<file path="config.mk">
export PLATFORM = sky130hd
export DESIGN_NAME = oversampled_fan_decimator_top
export DESIGN_NICKNAME = d
export VERILOG_FILES = /design/src/rtl/ofd_pkg.sv /design/src/rtl/oversampled_fan_decimator_top.sv /design/src/rtl/ofd_front.sv /design/src/rtl/ofd_queue.sv /design/src/rtl/ofd_back.sv
export VERILOG_INCLUDE_DIRS = /design/src /design/src/rtl
export SDC_FILE = /design/constraint.sdc
export NUM_CORES = 1
export LEC_CHECK = 0
export ABC_AREA = 1
export BUFFER_PORTS_ARGS = -buffer_cell sky130_fd_sc_hd__buf_2
export CAP_MARGIN = 20
export CORE_MARGIN = 3
export CORE_UTILIZATION = 60
export CTS_BUF_LIST = sky130_fd_sc_hd__clkbuf_2 sky130_fd_sc_hd__clkbuf_4 sky130_fd_sc_hd__clkbuf_8
export CTS_CLUSTER_DIAMETER = 150
export DETAILED_ROUTE_END_ITERATION = 16
export PLACE_DENSITY = 0.81
export SETUP_SLACK_MARGIN = 0.15
export SYNTH_ARGS = -nofsm -noshare
export SYNTH_HDL_FRONTEND = slang
export SYNTH_HIERARCHICAL = 1
export SYNTH_SLANG_ARGS = --single-unit
</file>
<file path="constraint.sdc">
create_clock -name clock -period 7.8 [get_ports clock]
set_clock_uncertainty 0.15 [all_clocks]
set_input_delay 0.78 -clock clock [delete_from_list [all_inputs] [get_ports clock]]
set_output_delay 0.78 -clock clock [all_outputs]
set_load 0.05 [all_outputs]
</file>
<file path="src/rtl/oversampled_fan_decimator_top_macros.svh">
// Assertion macros shared by the fan decimator RTL.
`ifndef OVERSAMPLED_FAN_DECIMATOR_TOP_MACROS_SVH
`define OVERSAMPLED_FAN_DECIMATOR_TOP_MACROS_SVH

// Same-cycle implication, checked on every rising clock edge outside reset.
`define OFD_ASSERT_IMPLY(label, ante, cons, msg) \
   label: assert property (@(posedge clock) disable iff (reset) (ante) |-> (cons)) \
      else $error(msg);

// Next-cycle implication, checked on every rising clock edge outside reset.
`define OFD_ASSERT_NEXT(label, ante, cons, msg) \
   label: assert property (@(posedge clock) disable iff (reset) (ante) |=> (cons)) \
      else $error(msg);

`endif

</file>
<file path="src/rtl/ofd_pkg.sv">
`timescale 1ns / 1ps
// Types, constants and layout functions of the fan decimator.
package ofd_pkg;

   localparam int unsigned HEADER_WORDS = 2;
   localparam int unsigned DWELL_COUNT  = 7;

   localparam int unsigned WORD_W      = 16;
   localparam int unsigned POS_W       = 13;
   localparam int unsigned IDX_W       = 11;
   localparam int unsigned ACC_W       = 21;
   localparam int unsigned QUOT_W      = 8;
   localparam int unsigned FACTOR_W    = 5;
   localparam int unsigned OSI_W       = 2;
   localparam int unsigned CSR_INDEX_W = 2;
   localparam int unsigned CSR_DATA_W  = 2;

   localparam int unsigned QUEUE_DEPTH = 4;

   localparam logic [CSR_INDEX_W-1:0] CSR_OVERSAMPLE_INDEX    = 2'd0;
   localparam logic [CSR_INDEX_W-1:0] CSR_CAMERA_DWELL_AT_END = 2'd1;

   localparam logic [2:0] GROUP_DWELL  = 3'd5;
   localparam logic [2:0] CAMERA_DWELL = 3'd6;

   localparam logic [IDX_W-1:0] GROUP_LOGICAL_START  = 11'd857;
   localparam logic [IDX_W-1:0] CAMERA_LOGICAL_START = 11'd1028;
   localparam logic [IDX_W-1:0] LAST_GROUP_INDEX     = 11'd1027;
   localparam logic [IDX_W-1:0] LAST_CAMERA_INDEX    = 11'd1283;

   localparam logic [WORD_W-1:0] SAT_VALUE = 16'hFFFF;

   // off / 29 for off < 4959: (off * 4520) >> 17
   localparam logic [POS_W-1:0] OFF_RECIP_29    = 13'd4520;
   localparam int unsigned      OFF_RECIP_SHIFT = 17;
   // (4 * acc) / 29 for 4 * acc < 9.5M: (acc * 9256396) >> 26
   localparam logic [23:0]      ACC_RECIP_29    = 24'd9256396;
   localparam int unsigned      ACC_RECIP_SHIFT = 26;

   // physical slot -> logical dwell; row 0 camera in the middle, row 1 at the end
   localparam logic [2:0] DWELL_ORDER [2][DWELL_COUNT] = '{
      '{3'd0, 3'd1, 3'd2, 3'd6, 3'd3, 3'd4, 3'd5},
      '{3'd0, 3'd1, 3'd2, 3'd3, 3'd4, 3'd5, 3'd6}
   };

   typedef enum logic [1:0] {
      KIND_HEADER,
      KIND_PLAIN,
      KIND_CAMERA,
      KIND_GROUP
   } ofd_kind_type;

   typedef struct packed {
      logic [WORD_W-1:0] word;
      ofd_kind_type      kind;
      logic [POS_W-1:0]  offset;
      logic [IDX_W-1:0]  index;
      logic [OSI_W-1:0]  osi;
      logic              fan_end;
   } ofd_desc_type;

   typedef struct packed {
      logic full;
      logic empty;
   } ofd_queue_status_type;

   function automatic logic [POS_W-1:0] fan_length(input logic [OSI_W-1:0] osi);
      logic [POS_W-1:0] len;
      case (osi)
         2'd0:    len = 13'd1284;
         2'd1:    len = 13'd1797;
         2'd2:    len = 13'd3849;
         2'd3:    len = 13'd6072;
         default: len = 13'd1284;
      endcase
      return len;
   endfunction

   function automatic logic [FACTOR_W-1:0] group_factor(input logic [OSI_W-1:0] osi);
      logic [FACTOR_W-1:0] f;
      case (osi)
         2'd0:    f = 5'd1;
         2'd1:    f = 5'd4;
         2'd2:    f = 5'd16;
         2'd3:    f = 5'd29;
         default: f = 5'd1;
      endcase
      return f;
   endfunction

   function automatic logic [POS_W-1:0] dwell_length(input logic [2:0] d,
                                                     input logic [OSI_W-1:0] osi);
      logic [POS_W-1:0] len;
      len = 13'd171;
      if (d == CAMERA_DWELL) begin
         len = 13'd256;
      end else if (d == GROUP_DWELL) begin
         case (osi)
            2'd0:    len = 13'd171;
            2'd1:    len = 13'd684;
            2'd2:    len = 13'd2736;
            2'd3:    len = 13'd4959;
            default: len = 13'd171;
         endcase
      end
      return len;
   endfunction

   // offset of a physical slot from the end of the header
   function automatic logic [POS_W-1:0] dwell_start(input logic [OSI_W-1:0] osi,
                                                    input logic cam_end,
                                                    input logic [2:0] slot);
      logic [POS_W-1:0] sum;
      int               j;
      sum = '0;
      for (j = 0; j < DWELL_COUNT; j++) begin
         if (3'(j) < slot) begin
            sum = sum + dwell_length(DWELL_ORDER[cam_end][j], osi);
         end
      end
      return sum;
   endfunction

   // logical start of short dwells 0..4
   function automatic logic [IDX_W-1:0] plain_base(input logic [2:0] d);
      logic [IDX_W-1:0] base;
      case (d)
         3'd0:    base = 11'd2;
         3'd1:    base = 11'd173;
         3'd2:    base = 11'd344;
         3'd3:    base = 11'd515;
         3'd4:    base = 11'd686;
         default: base = 11'd0;
      endcase
      return base;
   endfunction

endpackage

</file>
<file path="src/rtl/oversampled_fan_decimator_top.sv">
`timescale 1ns / 1ps
// Top level of the oversampled fan decimator.
//
// Usage:
//   req_* carries one raw 16-bit detector word per transfer (valid/stall).
//   rsp_* carries zero or one result per word: the value, its index in the
//   1284-entry logical fan and a fan_end flag on the fan's last raw word.
//   Header and short dwell words each give a result; dwell 5 gives one
//   result per completed group of 1, 4, 16 or 29 words.
//   csr_* writes oversample_index (index 0) and camera_dwell_at_end
//   (index 1); write only while no word is in flight.
// Timing:
//   After its word's transfer, a result passes through the descriptor queue,
//   then the group-quotient stage, the accumulate stage and the result
//   register. One word per cycle is sustained while the result is not stalled.
//   The front end keeps taking words while the result is stalled, until the
//   QueueDepth-entry queue fills; req_stall then rises.
// Reset:
//   Synchronous, active high. Clears both CSRs, the fan position, the
//   queue, the pipeline and the group sum; the next word is header word 0.
`include "oversampled_fan_decimator_top_macros.svh"

module oversampled_fan_decimator_top #(
   parameter int unsigned QueueDepth = ofd_pkg::QUEUE_DEPTH
) (
   input  logic                            clock,
   input  logic                            reset,
   input  logic                            req_valid,
   output logic                            req_stall,
   input  logic [ofd_pkg::WORD_W-1:0]      req_raw_word,
   output logic                            rsp_valid,
   input  logic                            rsp_stall,
   output logic [ofd_pkg::WORD_W-1:0]      rsp_value,
   output logic [ofd_pkg::IDX_W-1:0]       rsp_logical_index,
   output logic                            rsp_fan_end,
   input  logic                            csr_write_enable,
   input  logic [ofd_pkg::CSR_INDEX_W-1:0] csr_index,
   input  logic [ofd_pkg::CSR_DATA_W-1:0]  csr_write_data
);

   ofd_pkg::ofd_queue_status_type q_status;
   ofd_pkg::ofd_desc_type         q_push_desc;
   ofd_pkg::ofd_desc_type         q_pop_desc;
   logic                          q_push;
   logic                          q_pop;

   // front end: classify each word against the current fan layout
   ofd_front u_front (
      .clock            (clock),
      .reset            (reset),
      .req_valid        (req_valid),
      .req_stall        (req_stall),
      .req_raw_word     (req_raw_word),
      .csr_write_enable (csr_write_enable),
      .csr_index        (csr_index),
      .csr_write_data   (csr_write_data),
      .queue_status     (q_status),
      .push             (q_push),
      .push_desc        (q_push_desc)
   );

   // decouples input transfers from output stalls
   ofd_queue #(
      .Depth (QueueDepth)
   ) u_queue (
      .clock     (clock),
      .reset     (reset),
      .push      (q_push),
      .push_data (q_push_desc),
      .pop       (q_pop),
      .pop_data  (q_pop_desc),
      .status    (q_status)
   );

   // back end: arithmetic and result register
   ofd_back u_back (
      .clock             (clock),
      .reset             (reset),
      .queue_status      (q_status),
      .pop_desc          (q_pop_desc),
      .pop               (q_pop),
      .rsp_valid         (rsp_valid),
      .rsp_stall         (rsp_stall),
      .rsp_value         (rsp_value),
      .rsp_logical_index (rsp_logical_index),
      .rsp_fan_end       (rsp_fan_end)
   );

   // fan end always lands on the last camera sample or the last group
   `OFD_ASSERT_IMPLY(a_fan_end_index, rsp_valid && rsp_fan_end,
      rsp_logical_index == ofd_pkg::LAST_CAMERA_INDEX ||
      rsp_logical_index == ofd_pkg::LAST_GROUP_INDEX,
      "fan end on an unexpected logical index")

   `OFD_ASSERT_IMPLY(a_index_range, rsp_valid,
      rsp_logical_index <= ofd_pkg::LAST_CAMERA_INDEX,
      "logical index beyond the fan")

   // a word written into the queue is still there or being read next cycle
   `OFD_ASSERT_NEXT(a_queue_holds, q_push, !q_status.empty,
      "queue empty right after a write")

endmodule

</file>
<file path="src/rtl/ofd_front.sv">
`timescale 1ns / 1ps
// Front end: CSRs, fan position tracking and word classification.
module ofd_front (
   input  logic                                   clock,
   input  logic                                   reset,
   input  logic                                   req_valid,
   output logic                                   req_stall,
   input  logic [ofd_pkg::WORD_W-1:0]             req_raw_word,
   input  logic                                   csr_write_enable,
   input  logic [ofd_pkg::CSR_INDEX_W-1:0]        csr_index,
   input  logic [ofd_pkg::CSR_DATA_W-1:0]         csr_write_data,
   input  ofd_pkg::ofd_queue_status_type          queue_status,
   output logic                                   push,
   output ofd_pkg::ofd_desc_type                  push_desc
);

   logic [ofd_pkg::OSI_W-1:0] osi_ff, osi_in;
   logic                      cam_end_ff, cam_end_in;
   logic [ofd_pkg::POS_W-1:0] word_pos_ff, word_pos_in;

   logic [ofd_pkg::POS_W-1:0] fan_len;
   logic [ofd_pkg::POS_W-1:0] pos;
   logic                      last_word;
   logic [ofd_pkg::POS_W-1:0] offset;
   logic [ofd_pkg::POS_W-1:0] starts [ofd_pkg::DWELL_COUNT];
   logic [2:0]                slot;
   logic [2:0]                dwell;
   logic [ofd_pkg::POS_W-1:0] dwell_off;

   assign req_stall = queue_status.full;
   assign push      = req_valid && !queue_status.full;

   always_comb begin
      osi_in     = osi_ff;
      cam_end_in = cam_end_ff;
      if (csr_write_enable) begin
         case (csr_index)
            ofd_pkg::CSR_OVERSAMPLE_INDEX:    osi_in     = csr_write_data[1:0];
            ofd_pkg::CSR_CAMERA_DWELL_AT_END: cam_end_in = csr_write_data[0];
            default: ;
         endcase
      end
   end

   // layout always follows the current CSRs; a stale position restarts the fan
   always_comb begin
      fan_len   = ofd_pkg::fan_length(osi_ff);
      pos       = (word_pos_ff >= fan_len) ? '0 : word_pos_ff;
      last_word = (pos == fan_len - 13'd1);
      offset    = pos - 13'(ofd_pkg::HEADER_WORDS);

      for (int k = 0; k < ofd_pkg::DWELL_COUNT; k++) begin
         starts[k] = ofd_pkg::dwell_start(osi_ff, cam_end_ff, 3'(k));
      end

      slot = '0;
      for (int k = 1; k < ofd_pkg::DWELL_COUNT; k++) begin
         if (offset >= starts[k]) begin
            slot = 3'(k);
         end
      end
      dwell     = ofd_pkg::DWELL_ORDER[cam_end_ff][slot];
      dwell_off = offset - starts[slot];

      word_pos_in = word_pos_ff;
      if (push) begin
         word_pos_in = last_word ? '0 : pos + 13'd1;
      end
   end

   always_comb begin
      push_desc.word    = req_raw_word;
      push_desc.offset  = dwell_off;
      push_desc.osi     = osi_ff;
      push_desc.fan_end = last_word;
      if (pos < 13'(ofd_pkg::HEADER_WORDS)) begin
         push_desc.kind  = ofd_pkg::KIND_HEADER;
         push_desc.index = pos[ofd_pkg::IDX_W-1:0];
      end else if (dwell == ofd_pkg::GROUP_DWELL) begin
         push_desc.kind  = ofd_pkg::KIND_GROUP;
         push_desc.index = ofd_pkg::GROUP_LOGICAL_START;
      end else if (dwell == ofd_pkg::CAMERA_DWELL) begin
         push_desc.kind  = ofd_pkg::KIND_CAMERA;
         push_desc.index = ofd_pkg::CAMERA_LOGICAL_START + dwell_off[ofd_pkg::IDX_W-1:0];
      end else begin
         push_desc.kind  = ofd_pkg::KIND_PLAIN;
         push_desc.index = ofd_pkg::plain_base(dwell) + dwell_off[ofd_pkg::IDX_W-1:0];
      end
   end

   always_ff @(posedge clock) begin
      if (reset) begin
         osi_ff      <= '0;
         cam_end_ff  <= 1'b0;
         word_pos_ff <= '0;
      end else begin
         osi_ff      <= osi_in;
         cam_end_ff  <= cam_end_in;
         word_pos_ff <= word_pos_in;
      end
   end

endmodule

</file>
<file path="src/rtl/ofd_queue.sv">
`timescale 1ns / 1ps
// Small descriptor FIFO between the front end and the back end.
module ofd_queue #(
   parameter int unsigned Depth = ofd_pkg::QUEUE_DEPTH
) (
   input  logic                          clock,
   input  logic                          reset,
   input  logic                          push,
   input  ofd_pkg::ofd_desc_type         push_data,
   input  logic                          pop,
   output ofd_pkg::ofd_desc_type         pop_data,
   output ofd_pkg::ofd_queue_status_type status
);

   localparam int unsigned PTR_W = $clog2(Depth);
   localparam int unsigned CNT_W = $clog2(Depth + 1);

   ofd_pkg::ofd_desc_type mem_ff [Depth];
   logic [PTR_W-1:0]      wr_ptr_ff, wr_ptr_in;
   logic [PTR_W-1:0]      rd_ptr_ff, rd_ptr_in;
   logic [CNT_W-1:0]      count_ff, count_in;

   assign pop_data     = mem_ff[rd_ptr_ff];
   assign status.full  = (count_ff == CNT_W'(Depth));
   assign status.empty = (count_ff == '0);

   always_comb begin
      wr_ptr_in = wr_ptr_ff;
      rd_ptr_in = rd_ptr_ff;
      count_in  = count_ff;
      if (push) begin
         wr_ptr_in = (wr_ptr_ff == PTR_W'(Depth - 1)) ? '0 : wr_ptr_ff + 1'b1;
      end
      if (pop) begin
         rd_ptr_in = (rd_ptr_ff == PTR_W'(Depth - 1)) ? '0 : rd_ptr_ff + 1'b1;
      end
      if (push && !pop) begin
         count_in = count_ff + 1'b1;
      end else if (pop && !push) begin
         count_in = count_ff - 1'b1;
      end
   end

   always_ff @(posedge clock) begin
      if (push) begin
         mem_ff[wr_ptr_ff] <= push_data;
      end
   end

   always_ff @(posedge clock) begin
      if (reset) begin
         wr_ptr_ff <= '0;
         rd_ptr_ff <= '0;
         count_ff  <= '0;
      end else begin
         wr_ptr_ff <= wr_ptr_in;
         rd_ptr_ff <= rd_ptr_in;
         count_ff  <= count_in;
      end
   end

endmodule

</file>
<file path="src/rtl/ofd_back.sv">
`timescale 1ns / 1ps
// Back end: scaling, group accumulation, division and the result register.
module ofd_back (
   input  logic                            clock,
   input  logic                            reset,
   input  ofd_pkg::ofd_queue_status_type   queue_status,
   input  ofd_pkg::ofd_desc_type           pop_desc,
   output logic                            pop,
   output logic                            rsp_valid,
   input  logic                            rsp_stall,
   output logic [ofd_pkg::WORD_W-1:0]      rsp_value,
   output logic [ofd_pkg::IDX_W-1:0]       rsp_logical_index,
   output logic                            rsp_fan_end
);

   logic advance;

   // stage 1: quotient of the group offset, scaled sample
   logic                       s1_valid_ff, s1_valid_in;
   ofd_pkg::ofd_kind_type      s1_kind_ff;
   logic [ofd_pkg::WORD_W-1:0] s1_word_ff;
   logic [ofd_pkg::WORD_W-1:0] s1_val_ff, s1_val_in;
   logic [ofd_pkg::IDX_W-1:0]  s1_idx_ff;
   logic [ofd_pkg::POS_W-1:0]  s1_off_ff;
   logic [ofd_pkg::QUOT_W-1:0] s1_quot_ff, s1_quot_in;
   logic [ofd_pkg::OSI_W-1:0]  s1_osi_ff;
   logic                       s1_end_ff;
   logic [25:0]                off_prod;

   // stage 2: group sum and camera repeat
   logic                         s2_valid_ff, s2_valid_in;
   logic                         s2_group_ff;
   logic [ofd_pkg::ACC_W-1:0]    s2_acc_ff;
   logic [ofd_pkg::OSI_W-1:0]    s2_osi_ff;
   logic [ofd_pkg::WORD_W-1:0]   s2_val_ff, s2_val_in;
   logic [ofd_pkg::IDX_W-1:0]    s2_idx_ff, s2_idx_in;
   logic                         s2_end_ff;
   logic [ofd_pkg::ACC_W-1:0]    acc_ff, acc_in;
   logic [ofd_pkg::WORD_W-1:0]   prev_cam_ff, prev_cam_in;
   logic [ofd_pkg::FACTOR_W-1:0] factor;
   logic [ofd_pkg::POS_W-1:0]    group_rem;
   logic                         group_last;
   logic [ofd_pkg::ACC_W-1:0]    acc_sum;

   // result register
   logic                       rsp_valid_ff, rsp_valid_in;
   logic [ofd_pkg::WORD_W-1:0] rsp_value_ff, rsp_value_in;
   logic [ofd_pkg::IDX_W-1:0]  rsp_idx_ff, rsp_idx_in;
   logic                       rsp_end_ff, rsp_end_in;
   logic [44:0]                acc_prod;
   logic [22:0]                group_quo;

   // the whole pipe moves unless a held result is stalled
   assign advance = !rsp_valid_ff || !rsp_stall;
   assign pop     = advance && !queue_status.empty;

   always_comb begin
      off_prod = 26'(pop_desc.offset) * 26'(ofd_pkg::OFF_RECIP_29);
      case (pop_desc.osi)
         2'd0:    s1_quot_in = pop_desc.offset[ofd_pkg::QUOT_W-1:0];
         2'd1:    s1_quot_in = ofd_pkg::QUOT_W'(pop_desc.offset >> 2);
         2'd2:    s1_quot_in = ofd_pkg::QUOT_W'(pop_desc.offset >> 4);
         2'd3:    s1_quot_in = ofd_pkg::QUOT_W'(off_prod >> ofd_pkg::OFF_RECIP_SHIFT);
         default: s1_quot_in = pop_desc.offset[ofd_pkg::QUOT_W-1:0];
      endcase
      if (pop_desc.kind == ofd_pkg::KIND_HEADER) begin
         s1_val_in = pop_desc.word;
      end else if (pop_desc.word[15:14] != 2'b00) begin
         s1_val_in = ofd_pkg::SAT_VALUE;
      end else begin
         s1_val_in = {pop_desc.word[13:0], 2'b00};
      end
      s1_valid_in = advance ? pop : s1_valid_ff;
   end

   always_comb begin
      factor     = ofd_pkg::group_factor(s1_osi_ff);
      group_rem  = s1_off_ff - 13'(s1_quot_ff) * 13'(factor);
      group_last = (group_rem == 13'(factor) - 13'd1);
      acc_sum    = ((group_rem == '0) ? '0 : acc_ff) + ofd_pkg::ACC_W'(s1_word_ff);

      acc_in      = acc_ff;
      prev_cam_in = prev_cam_ff;
      s2_val_in   = s1_val_ff;
      s2_idx_in   = s1_idx_ff;
      s2_valid_in = s2_valid_ff;

      case (s1_kind_ff)
         ofd_pkg::KIND_GROUP: begin
            s2_idx_in = ofd_pkg::GROUP_LOGICAL_START + ofd_pkg::IDX_W'(s1_quot_ff);
         end
         ofd_pkg::KIND_CAMERA: begin
            if (s1_off_ff == 13'd127 || s1_off_ff == 13'd255) begin
               s2_val_in = prev_cam_ff;
            end
         end
         default: ;
      endcase

      if (advance) begin
         s2_valid_in = s1_valid_ff &&
                       (s1_kind_ff != ofd_pkg::KIND_GROUP || group_last);
         if (s1_valid_ff && s1_kind_ff == ofd_pkg::KIND_GROUP) begin
            acc_in = group_last ? '0 : acc_sum;
         end
         if (s1_valid_ff && s1_kind_ff == ofd_pkg::KIND_CAMERA) begin
            prev_cam_in = s2_val_in;
         end
      end
   end

   always_comb begin
      acc_prod = 45'(s2_acc_ff) * 45'(ofd_pkg::ACC_RECIP_29);
      case (s2_osi_ff)
         2'd0:    group_quo = {s2_acc_ff, 2'b00};
         2'd1:    group_quo = 23'(s2_acc_ff);
         2'd2:    group_quo = 23'(s2_acc_ff >> 2);
         2'd3:    group_quo = 23'(acc_prod >> ofd_pkg::ACC_RECIP_SHIFT);
         default: group_quo = 23'(s2_acc_ff);
      endcase

      rsp_valid_in = rsp_valid_ff;
      rsp_value_in = rsp_value_ff;
      rsp_idx_in   = rsp_idx_ff;
      rsp_end_in   = rsp_end_ff;
      if (advance) begin
         rsp_valid_in = s2_valid_ff;
         rsp_idx_in   = s2_idx_ff;
         rsp_end_in   = s2_end_ff;
         if (!s2_group_ff) begin
            rsp_value_in = s2_val_ff;
         end else if (group_quo > 23'(ofd_pkg::SAT_VALUE)) begin
            rsp_value_in = ofd_pkg::SAT_VALUE;
         end else begin
            rsp_value_in = group_quo[ofd_pkg::WORD_W-1:0];
         end
      end
   end

   always_ff @(posedge clock) begin
      if (advance) begin
         s1_kind_ff  <= pop_desc.kind;
         s1_word_ff  <= pop_desc.word;
         s1_val_ff   <= s1_val_in;
         s1_idx_ff   <= pop_desc.index;
         s1_off_ff   <= pop_desc.offset;
         s1_quot_ff  <= s1_quot_in;
         s1_osi_ff   <= pop_desc.osi;
         s1_end_ff   <= pop_desc.fan_end;
         s2_group_ff <= (s1_kind_ff == ofd_pkg::KIND_GROUP);
         s2_acc_ff   <= acc_sum;
         s2_osi_ff   <= s1_osi_ff;
         s2_val_ff   <= s2_val_in;
         s2_idx_ff   <= s2_idx_in;
         s2_end_ff   <= s1_end_ff;
      end
      rsp_value_ff <= rsp_value_in;
      rsp_idx_ff   <= rsp_idx_in;
      rsp_end_ff   <= rsp_end_in;
   end

   always_ff @(posedge clock) begin
      if (reset) begin
         s1_valid_ff  <= 1'b0;
         s2_valid_ff  <= 1'b0;
         rsp_valid_ff <= 1'b0;
         acc_ff       <= '0;
         prev_cam_ff  <= '0;
      end else begin
         s1_valid_ff  <= s1_valid_in;
         s2_valid_ff  <= s2_valid_in;
         rsp_valid_ff <= rsp_valid_in;
         acc_ff       <= acc_in;
         prev_cam_ff  <= prev_cam_in;
      end
   end

   assign rsp_valid         = rsp_valid_ff;
   assign rsp_value         = rsp_value_ff;
   assign rsp_logical_index = rsp_idx_ff;
   assign rsp_fan_end       = rsp_end_ff;

endmodule

</file>
# Yosys cells after proc, flatten, opt, wreduce, memory -nomap -nowiden

Memories as Yosys holds them, arrays and structs flattened. A register that Yosys moved wholly into a read port is not among the register bits.
Cells that the tools add are included.

Add/sub/neg operators: 19
Multipliers: 3
$lt $le $gt $ge: 11
Equal/unequal tests: 41
Mux-type cells: 61
Bitwise operators: 2
Reductions and logical operators: 31

Operators by type and width:

| operator                                             | count |
|---|---|
| two-way mux 13 bit                                   | 16 |
| one-hot mux 13 bit (4 select lines)                  | 2 |
| two-way mux 16 bit                                   | 6 |
| one-hot mux 23 bit (4 select lines)                  | 1 |
| greater-or-equal comparator 13 bit                   | 7 |
| two-way mux 21 bit                                   | 4 |
| two-way mux 11 bit                                   | 7 |
| adder 13 bit                                         | 5 |
| one-hot mux 10 bit (5 select lines)                  | 1 |
| equality test 3 bit, second input constant           | 16 |
| multiplier 21 x 22 -> 43 bit, second input constant  | 1 |
| binary-select mux 13 bit (select 3 bit)              | 1 |
| one-hot mux 8 bit (4 select lines)                   | 1 |
| equality test 13 bit                                 | 2 |
| subtractor 13 bit                                    | 2 |
| equality test 2 bit, second input constant           | 12 |
| > comparator 23 x 16 -> 1 bit, second input constant | 1 |
| multiplier 13 x 10 -> 22 bit, second input constant  | 1 |
| adder 21 x 16 -> 21 bit                              | 1 |
| two-way mux 3 bit                                    | 7 |
| one-hot mux 5 bit (4 select lines)                   | 1 |
| two-way mux 2 bit                                    | 9 |
| adder 13 x 1 -> 13 bit, second input constant        | 1 |
| equality test 13 x 7 -> 1 bit, second input constant | 1 |
| 31 further kinds                                     | 62 |

Register bits: 212
Bits in writable memories: 180
Input bits: 25
Output and inout bits: 30
Word-level logic and storage cells: 197
Memories: 1

Memories:

| memory         | depth | bits a word | rd ports | clocked after memory_dff | write ports | RTL line        | text |
|---|---|---|---|---|---|---|---|
| u_queue.mem_ff | 4     | 45          | 1        | 1                        | 1           | ofd_queue.sv:18 | `ofd_pkg::ofd_desc_type mem_ff [Depth];` |

# Depth between registers and ports, before layout

Gate-level depths: netlist of the first run.

Depth in word-level cells: 27
Mapped depth: 63
Gate-level depth less buffers: 61

# Hierarchy

The synthesis of the first run kept the hierarchy.

Modules (own cells, without submodules):

| module    | times used | cells each | area an instance (um2) | sequential area each (um2) |
|---|---|---|---|---|
| ofd_back  | 1          | 2,449      | 21,304.2               | 5,275.1 |
| ofd_queue | 1          | 494        | 7,153.1                | 5,585.4 |
| ofd_front | 1          | 766        | 4,654.5                | 320.3 |

# Worst setup path before layout of the first run

OpenSTA, ideal clock, no wires.

Path type: flip-flop to flip-flop
From: register u_front/osi_ff[1] in the netlist's numbering
To: memory u_queue/mem_ff[0][12] in the netlist's numbering, data pin
Setup time: 0.179 ns
Arrival time: 7.358 ns
Data required time: 7.471 ns
Path slack: 0.112 ns
Stages on the path, launching flop included: 48
Path buffers: 2
Clock period less this slack: 7.688 ns
Cell sequence: dfxtp_1 -> inv_1 -> ha_1 -> ha_1 -> inv_1 -> nor2_1 -> nand4_1 -> nor3_2 -> nor2_4 -> buf_8 -> nand2_4 -> ha_1 -> nand3_1 -> o21ai_1 -> nand2_2 -> ha_1 -> nand2_1 -> inv_1 -> (+12 left out) -> o21ai_0 -> ha_1 -> inv_1 -> fa_1 -> xor2_1 -> ha_1 -> nand2_1 -> nor2_1 -> a211oi_1 -> o21ai_0 -> a21o_1 -> o21ai_1 -> o21ai_1 -> nand2_1 -> nand2_1 -> nand2_1 -> nand3_1 -> a21oi_1

RTL lines:

| element                | RTL line        | text |
|---|---|---|
| from (decl)            | ofd_front.sv:17 | `logic [ofd_pkg::OSI_W-1:0] osi_ff, osi_in;` |
| from (signal assigned) | ofd_front.sv:97 | `osi_ff <= osi_in;` |
| to (decl)              | ofd_queue.sv:18 |  |

==> results.py, run 1 <==
metrics = {
    "synthesis": {
        "syn_inst": 3709,
        "muxShareOfSynthArea_pct": 0,
        "synth_top_family_by_area": "adder cells",
        "synthXorXnorAreaFrac_pct": 1.64,
        "synthDistinctLibCells": 67,
        "netlist_area_um2": 33100,
        "ys_seq_elements": 394,
        "synth-compound-area-share_pct": 9.85,
        "async_flop_share_pct": 0,
        "yosys.area_share.simple_pct": 16.7,
        "synth_edf_count": 329,
        "synthAdderAreaFrac_pct": 28.3,
        "synth_nets": 4350,
        "avgSynthCellArea_um2": 8.93,
        "ys_seq_area_share_pct": 33.8,
        "synth_ff_type": "edfxtp_1",
        "synth_warnings": 6,
    },
    "final_layout": {
        "fill_cells": 4199,
        "drive_gt1_share_pct": 11.3,
        "regArea_um2": 11200,
        "multi_input_area_um2": 19000,
        "syn_to_final_growth_pct": 8.26,
        "post_layout_nonfiller_instances": 4565,
        "layout.nets": 4461,
    },
    "drt": {
        "drtPass1Iterations": 6,
        "drtIter0Drc": 2404,
        "via_per_inst": 5.66,
        "ant_nets": 0,
        "totalWireLength_um": 81800,
        "drc_errors": 0,
        "num_vias": 25900,
        "wire_per_inst_um": 17.9,
    },
    "worst_hold_path": {
        "hp-class": "in -> reg",
    },
    "placement": {
        "dp.cells": 4442,
        "gp_congestion": 1.01,
        "hpwl_um": 62900,
        "portBuffers": 54,
        "post-place-ws_ns": -0.0664,
    },
    "global_routing": {
        "grt_remaining_overflow": 0,
        "grt_pass1_vias": 24900,
        "grt_max_degree": 91,
        "antenna_found_initial": 1,
        "track_usage_pct": 28.3,
        "grt_pass1_wl_um": 130000,
    },
    "timing": {
        "finalSetupViolCount": 0,
        "worst_slack_ns": 0.524,
        "hold_viol_final": 0,
        "tightest_slew_ns": 1.09,
        "slew_violations": 0,
        "final.period_utilization_pct": 93.3,
        "min_period_ns": 7.28,
        "max_slew_margin_pct": 27.1,
        "fmax_mhz": 137,
        "whs_ns": 0.188,
    },
    "floorplanning": {
        "io_pins": 55,
        "die_w_um": 241,
        "die_y_um": 241,
        "rows": 85,
        "initial_utilization_pct": 61.0,
        "floorplan.die_area_um2": 58000,
        "core-area_um2": 54200,
    },
    "critical_path": {
        "crit_fanout": 9,
        "worst_setup_path_end_kind": "flip-flop",
        "critPathMaxStageDelay_ns": 0.38,
        "cpMostUsedCell": "nand2_1",
        "critPathKind": "reg -> reg",
        "required_ns": 8.04,
        "worstPathBufferInverterCount": 9,
        "crit_arrival_ns": 7.52,
        "cp_top_family": "simple AND/OR/NAND/NOR gates",
        "startpoint_type": "flip-flop",
        "cpMaxStageDelayCell": "ha_1",
    },
    "cts": {
        "cts_tree": "yes",
        "cts_max_level": 2,
        "clkTransAtPathRegs_ns": 0.07,
        "cts_max_path_buffers": 3,
        "worstSkewPairLatency_ns": 0.65,
        "cts_inserted_buffers": 58,
        "cts.sinks": 394,
        "cts_hold_buffers": 0,
        "root_buffer": "clkbuf_8",
    },
    "run_status": {
        "outcome": "finished, final reports clean",
    },
    "job": {
        "drv_cap": 0,
    },
}
final cells by class:
cell class | count | share of cell area [%]
clock inverters | 21 | 0.545
repair buffers | 143 | 2.65
diodes | 1 | 0.00698
multi-input cells | 2522 | 52.9
inverters | 701 | 7.36
clock buffers | 87 | 2.92
well taps | 696 | 2.43
flip-flops and latches | 394 | 31.2
registers in the layout, indices dropped and copies added, names as in the netlist, 3 cells and up, named ones only:
name and flops:
u_back/acc_ff 21, u_back/s1_quot_ff 8, u_back/prev_cam_ff 16, u_back/s1_off_ff 13, u_back/rsp_logical_index 11, u_back/s1_idx_ff 11
u_queue/count_ff 3, u_queue/mem_ff 180, u_back/rsp_value 16, u_back/s1_val_ff 16, u_back/s2_val_ff 16, u_front/word_pos_ff 13
u_back/s2_idx_ff 11, u_back/s2_acc_ff 21, u_back/s1_word_ff 16
through the flow:
| step | setup TNS, ns | util [%] | area [um2] |
|---|---|---|---|
| 2_1_floorplan | 0 | - | 33100 |
| 3_3_place_gp | 0 | 63.1 | 34200 |
| 3_5_place_dp | -0.265 | 63.1 | 34200 |
| 4_1_cts | 0 | 65.5 | 35500 |
| 5_1_grt | -0.0241 | 66.1 | 35800 |
| 6_report | 0 | 66.1 | 35800 |
layer usage:
| metal | global-route usage [%] | vias up | share of wire (%) |
|---|---|---|---|
| li1 | - | 12300 | - |
| met1 | 38.5 | 12200 | 42 |
| met2 | 46.3 | 1127 | 46 |
| met3 | 4.83 | 226 | 8.0 |
| met4 | 9.89 | 0 | 3.6 |
| met5 | 0 | - | 0 |
worst paths after layout:
kind | start | endpoint | slack (ns) | depth (start not counted)
max | u_front/osi_ff[0] | u_queue/mem_ff[2][13] | 0.52 | 52
min | req_raw_word[7] | u_queue/mem_ff[2][36] | 0.19 | 1
max reg2reg | u_front/osi_ff[0] | u_queue/mem_ff[2][13] | 0.52 | 52
min reg2reg | u_back/s2_idx_ff[8] | u_back/rsp_logical_index[8] | 0.26 | 0
cell usage in the layout (no fill, tap or decap), types with 54 or more instances in the layout:
| cell | n |
|---|---|
| a21oi_1 | 180 |
| buf_2 | 54 |
| buf_4 | 86 |
| clkbuf_8 | 63 |
| dfxtp_1 | 62 |
| edfxtp_1 | 329 |
| fa_1 | 219 |
| ha_1 | 385 |
| inv_1 | 666 |
| nand2_1 | 645 |
| nand3_1 | 123 |
| nor2_1 | 304 |
| o21ai_0 | 134 |
| o21ai_1 | 102 |
cells by family after synthesis:
kind of cell	Yosys count
simple gates	1273
fa+ha+maj	616
xor+xnor	59
flops	394
compound gates	574
buf+inv	793
synth_stat cells, types with 7 or more instances:
| cell type | n | area share, % |
|---|---|---|
| xor2_1 | 40 | 1.1 |
| nand2_2 | 33 | 0.62 |
| nand3_2 | 15 | 0.45 |
| nand2_1 | 654 | 7.4 |
| fa_1 | 221 | 13 |
| buf_6 | 12 | 0.41 |
| edfxtp_1 | 329 | 30 |
| buf_2 | 20 | 0.30 |
| inv_1 | 676 | 7.7 |
| o21a_1 | 7 | 0.16 |
| clkbuf_1 | 27 | 0.31 |
| o21ai_1 | 99 | 1.5 |
| ha_1 | 395 | 15 |
| nand3_1 | 124 | 1.9 |
| or2_2 | 26 | 0.49 |
| a21o_1 | 10 | 0.23 |
| nand3b_1 | 12 | 0.27 |
| a21oi_1 | 184 | 2.8 |
| nor2_2 | 10 | 0.19 |
| o21ai_0 | 141 | 2.1 |
| dfxtp_1 | 65 | 3.9 |
| buf_4 | 31 | 0.70 |
| a211oi_1 | 8 | 0.18 |
| nor3_1 | 23 | 0.35 |
| inv_2 | 19 | 0.22 |
| o22ai_1 | 54 | 1.0 |
| nor2_1 | 308 | 3.5 |
| o211ai_1 | 10 | 0.23 |
| o21bai_1 | 11 | 0.25 |
| nand4_1 | 37 | 0.70 |
| xnor2_1 | 17 | 0.45 |
worst register-to-register path, delay by kind of cell (launching register included):
family	cells	cell delay, ns
AND/OR/NAND/NOR	26	2.21
adder cells (fa/ha/maj)	7	2.00
AO/OA/AOI/OAI	9	1.38
buffers and inverters	9	0.63
flip-flops	1	0.36
XOR/XNOR	1	0.29
repair_timing:
action	in CTS	in global routing
setup endpoints to repair	12	47
setup buffers	0	12
resized for setup	6	59
pin swaps	1	15
Power of run 1 is not shown: default switching activity piles up to over one toggle a cycle in this logic, so the estimate is an artifact.
==> run 2: changes to the inputs <==
CORE_ASPECT_RATIO = 0.7   (was not set)
==> run 2 against run 1 <==
  * Non-clock buffer count up 18
  * Highest routed layer is now met5
  * Routed wire length up 2.9%
  * Critical endpoint is now u_back/rsp_value[13]
  * Sequential cell count stayed put
==> results.py, run 2 (same netlist as run 1, synthesis figures left out) <==
metrics = {
    "worst_hold_path": {
        "hp-class": "in -> reg",
    },
    "placement": {
        "dp.cells": 4477,
        "place_area_um2": 34300,
        "portBuffers": 54,
        "hpwl_um": 65100,
        "post-place-ws_ns": -0.0748,
        "gp_congestion": 1.02,
    },
    "cts": {
        "root_buffer": "clkbuf_8",
        "cts_tree": "yes",
        "cts_inserted_buffers": 58,
        "worstSkewPairLatency_ns": 0.68,
        "cts.sinks": 394,
        "cts_max_level": 2,
        "cts_max_path_buffers": 3,
        "clkTransAtPathRegs_ns": 0.06,
    },
    "drt": {
        "num_vias": 26000,
        "via_per_inst": 5.63,
        "ant_nets": 0,
        "wire_per_inst_um": 18.2,
        "drtIter0Drc": 2806,
        "drtPass1Iterations": 7,
        "drc_errors": 0,
        "totalWireLength_um": 84100,
    },
    "final_layout": {
        "layout.nets": 4479,
        "regArea_um2": 11200,
        "reg_top3": "u_queue/mem_ff: 180 flops, u_back/acc_ff: 21 flops, u_back/s2_acc_ff: 21 flops",
        "regMostFlops": "u_queue/mem_ff",
        "post_layout_nonfiller_instances": 4609,
        "stdcell_area_um2": 36100,
        "n_antenna_cell": 0,
        "drive_gt1_share_pct": 11.5,
        "fill_cells": 4160,
        "syn_to_final_growth_pct": 8.93,
        "largest_reg_flops": 180,
        "layout_common_cells": "inv_1 (665), nand2_1 (646), ha_1 (381)",
        "multi_input_area_um2": 19000,
        "layout.cells.most_common": "inv_1",
    },
    "global_routing": {
        "track_usage_pct": 29.1,
        "grt_remaining_overflow": 0,
        "antenna_found_initial": 1,
        "grt_max_degree": 91,
        "grt_pass1_wl_um": 134000,
        "grt_pass1_vias": 25100,
    },
    "critical_path": {
        "worst_setup_path_end_kind": "flip-flop",
        "cpMostUsedCell": "fa_1",
        "worstPathBufferInverterCount": 5,
        "crit_fanout": 16,
        "critPathKind": "reg -> reg",
        "cpMaxStageDelayCell": "fa_1",
        "cp_top_family": "adder cells",
        "required_ns": 8.07,
        "startpoint_type": "flip-flop",
        "crit_arrival_ns": 7.60,
        "critPathMaxStageDelay_ns": 0.66,
        "r2r_setup_slack_ns": 0.47,
    },
    "run_status": {
        "outcome": "finished, final reports clean",
    },
    "timing": {
        "max_slew_margin_pct": 28.8,
        "hold_viol_final": 0,
        "finalSetupViolCount": 0,
        "min_period_ns": 7.33,
        "tightest_slew_ns": 1.07,
        "slew_violations": 0,
        "rsz0062_at_grt": "no",
        "fmax_mhz": 136,
        "worst_slack_ns": 0.469,
        "final.period_utilization_pct": 94.0,
    },
    "floorplanning": {
        "die_y_um": 203,
        "rows": 71,
        "die_w_um": 287,
        "floorplan.die_area_um2": 58100,
        "core-area_um2": 54100,
        "initial_utilization_pct": 61.2,
        "io_pins": 55,
    },
    "job": {
        "drv_cap": 0,
    },
}
-- run 2: cell type report --
| type | count | area share, % |
|---|---|---|
| Tap cell | 730 | 2.53 |
| Clock inverter | 28 | 0.801 |
| Multi-Input combinational cell | 2522 | 52.6 |
| Sequential cell | 394 | 31.0 |
| Timing Repair Buffer | 161 | 3.10 |
| Inverter | 701 | 7.34 |
| Clock buffer | 73 | 2.58 |
-- run 2: path summary, 6_finish.rpt --
check                      start                          end  depth (start not counted)
max          u_back/s2_acc_ff[6]         u_back/rsp_value[13]                         26
min              req_raw_word[9]        u_queue/mem_ff[0][38]                          1
max reg2reg  u_back/s2_acc_ff[6]         u_back/rsp_value[13]                         26
min reg2reg  u_back/s2_idx_ff[8]  u_back/rsp_logical_index[8]                          0
-- run 2: worst register-to-register path, stage by stage, from the launching register on --
cell and delay, ns:
edfxtp_1 0.55, fa_1 0.66, inv_1 0.10, fa_1 0.45, fa_1 0.51, inv_1 0.05, fa_1 0.47, fa_1 0.52
fa_1 0.57, inv_1 0.07, fa_1 0.53, inv_1 0.05, ha_1 0.34, a21oi_1 0.25, o21ai_0 0.15, a21oi_1 0.15
nand3_1 0.23, nand2_1 0.17, nand2_1 0.06, nand2_1 0.06, nand3_1 0.07, nand2_1 0.25, nand2_1 0.15, nand2_4 0.18
nand3_1 0.18, nand2_1 0.13, inv_1 0.04
-- run 2: routing by layer --
| metal | routed length (um) | share of wire [%] | global-route usage (%) | up-vias |
|---|---|---|---|---|
| met4 | 1470 | 1.8 | 6.12 | 2 |
| met2 | 34500 | 41 | 41.7 | 1309 |
| met1 | 37700 | 45 | 43.4 | 12100 |
| met5 | 13 | 0.015 | 0 | - |
| li1 | - | - | - | 12400 |
| met3 | 10500 | 12 | 9.03 | 136 |
-- run 2: stage by stage --
step	TNS, ns	hold WS [ns]	utilization, %
2_1_floorplan	0	0.250	-
3_3_place_gp	0	0.252	63.4
3_5_place_dp	-0.329	0.255	63.4
4_1_cts	0	0.126	65.8
5_1_grt	0	0.146	66.7
6_report	0	0.171	66.7
-- run 2: what timing repair did --
item,CTS,global route
gates cloned,0,1
setup endpoints to repair,12,47
hold endpoints to repair,0,0
pin swaps,2,25
hold buffers,0,0
buffers inserted,0,29
gates resized for setup,13,55
Power of run 2 is left out for the same reason.
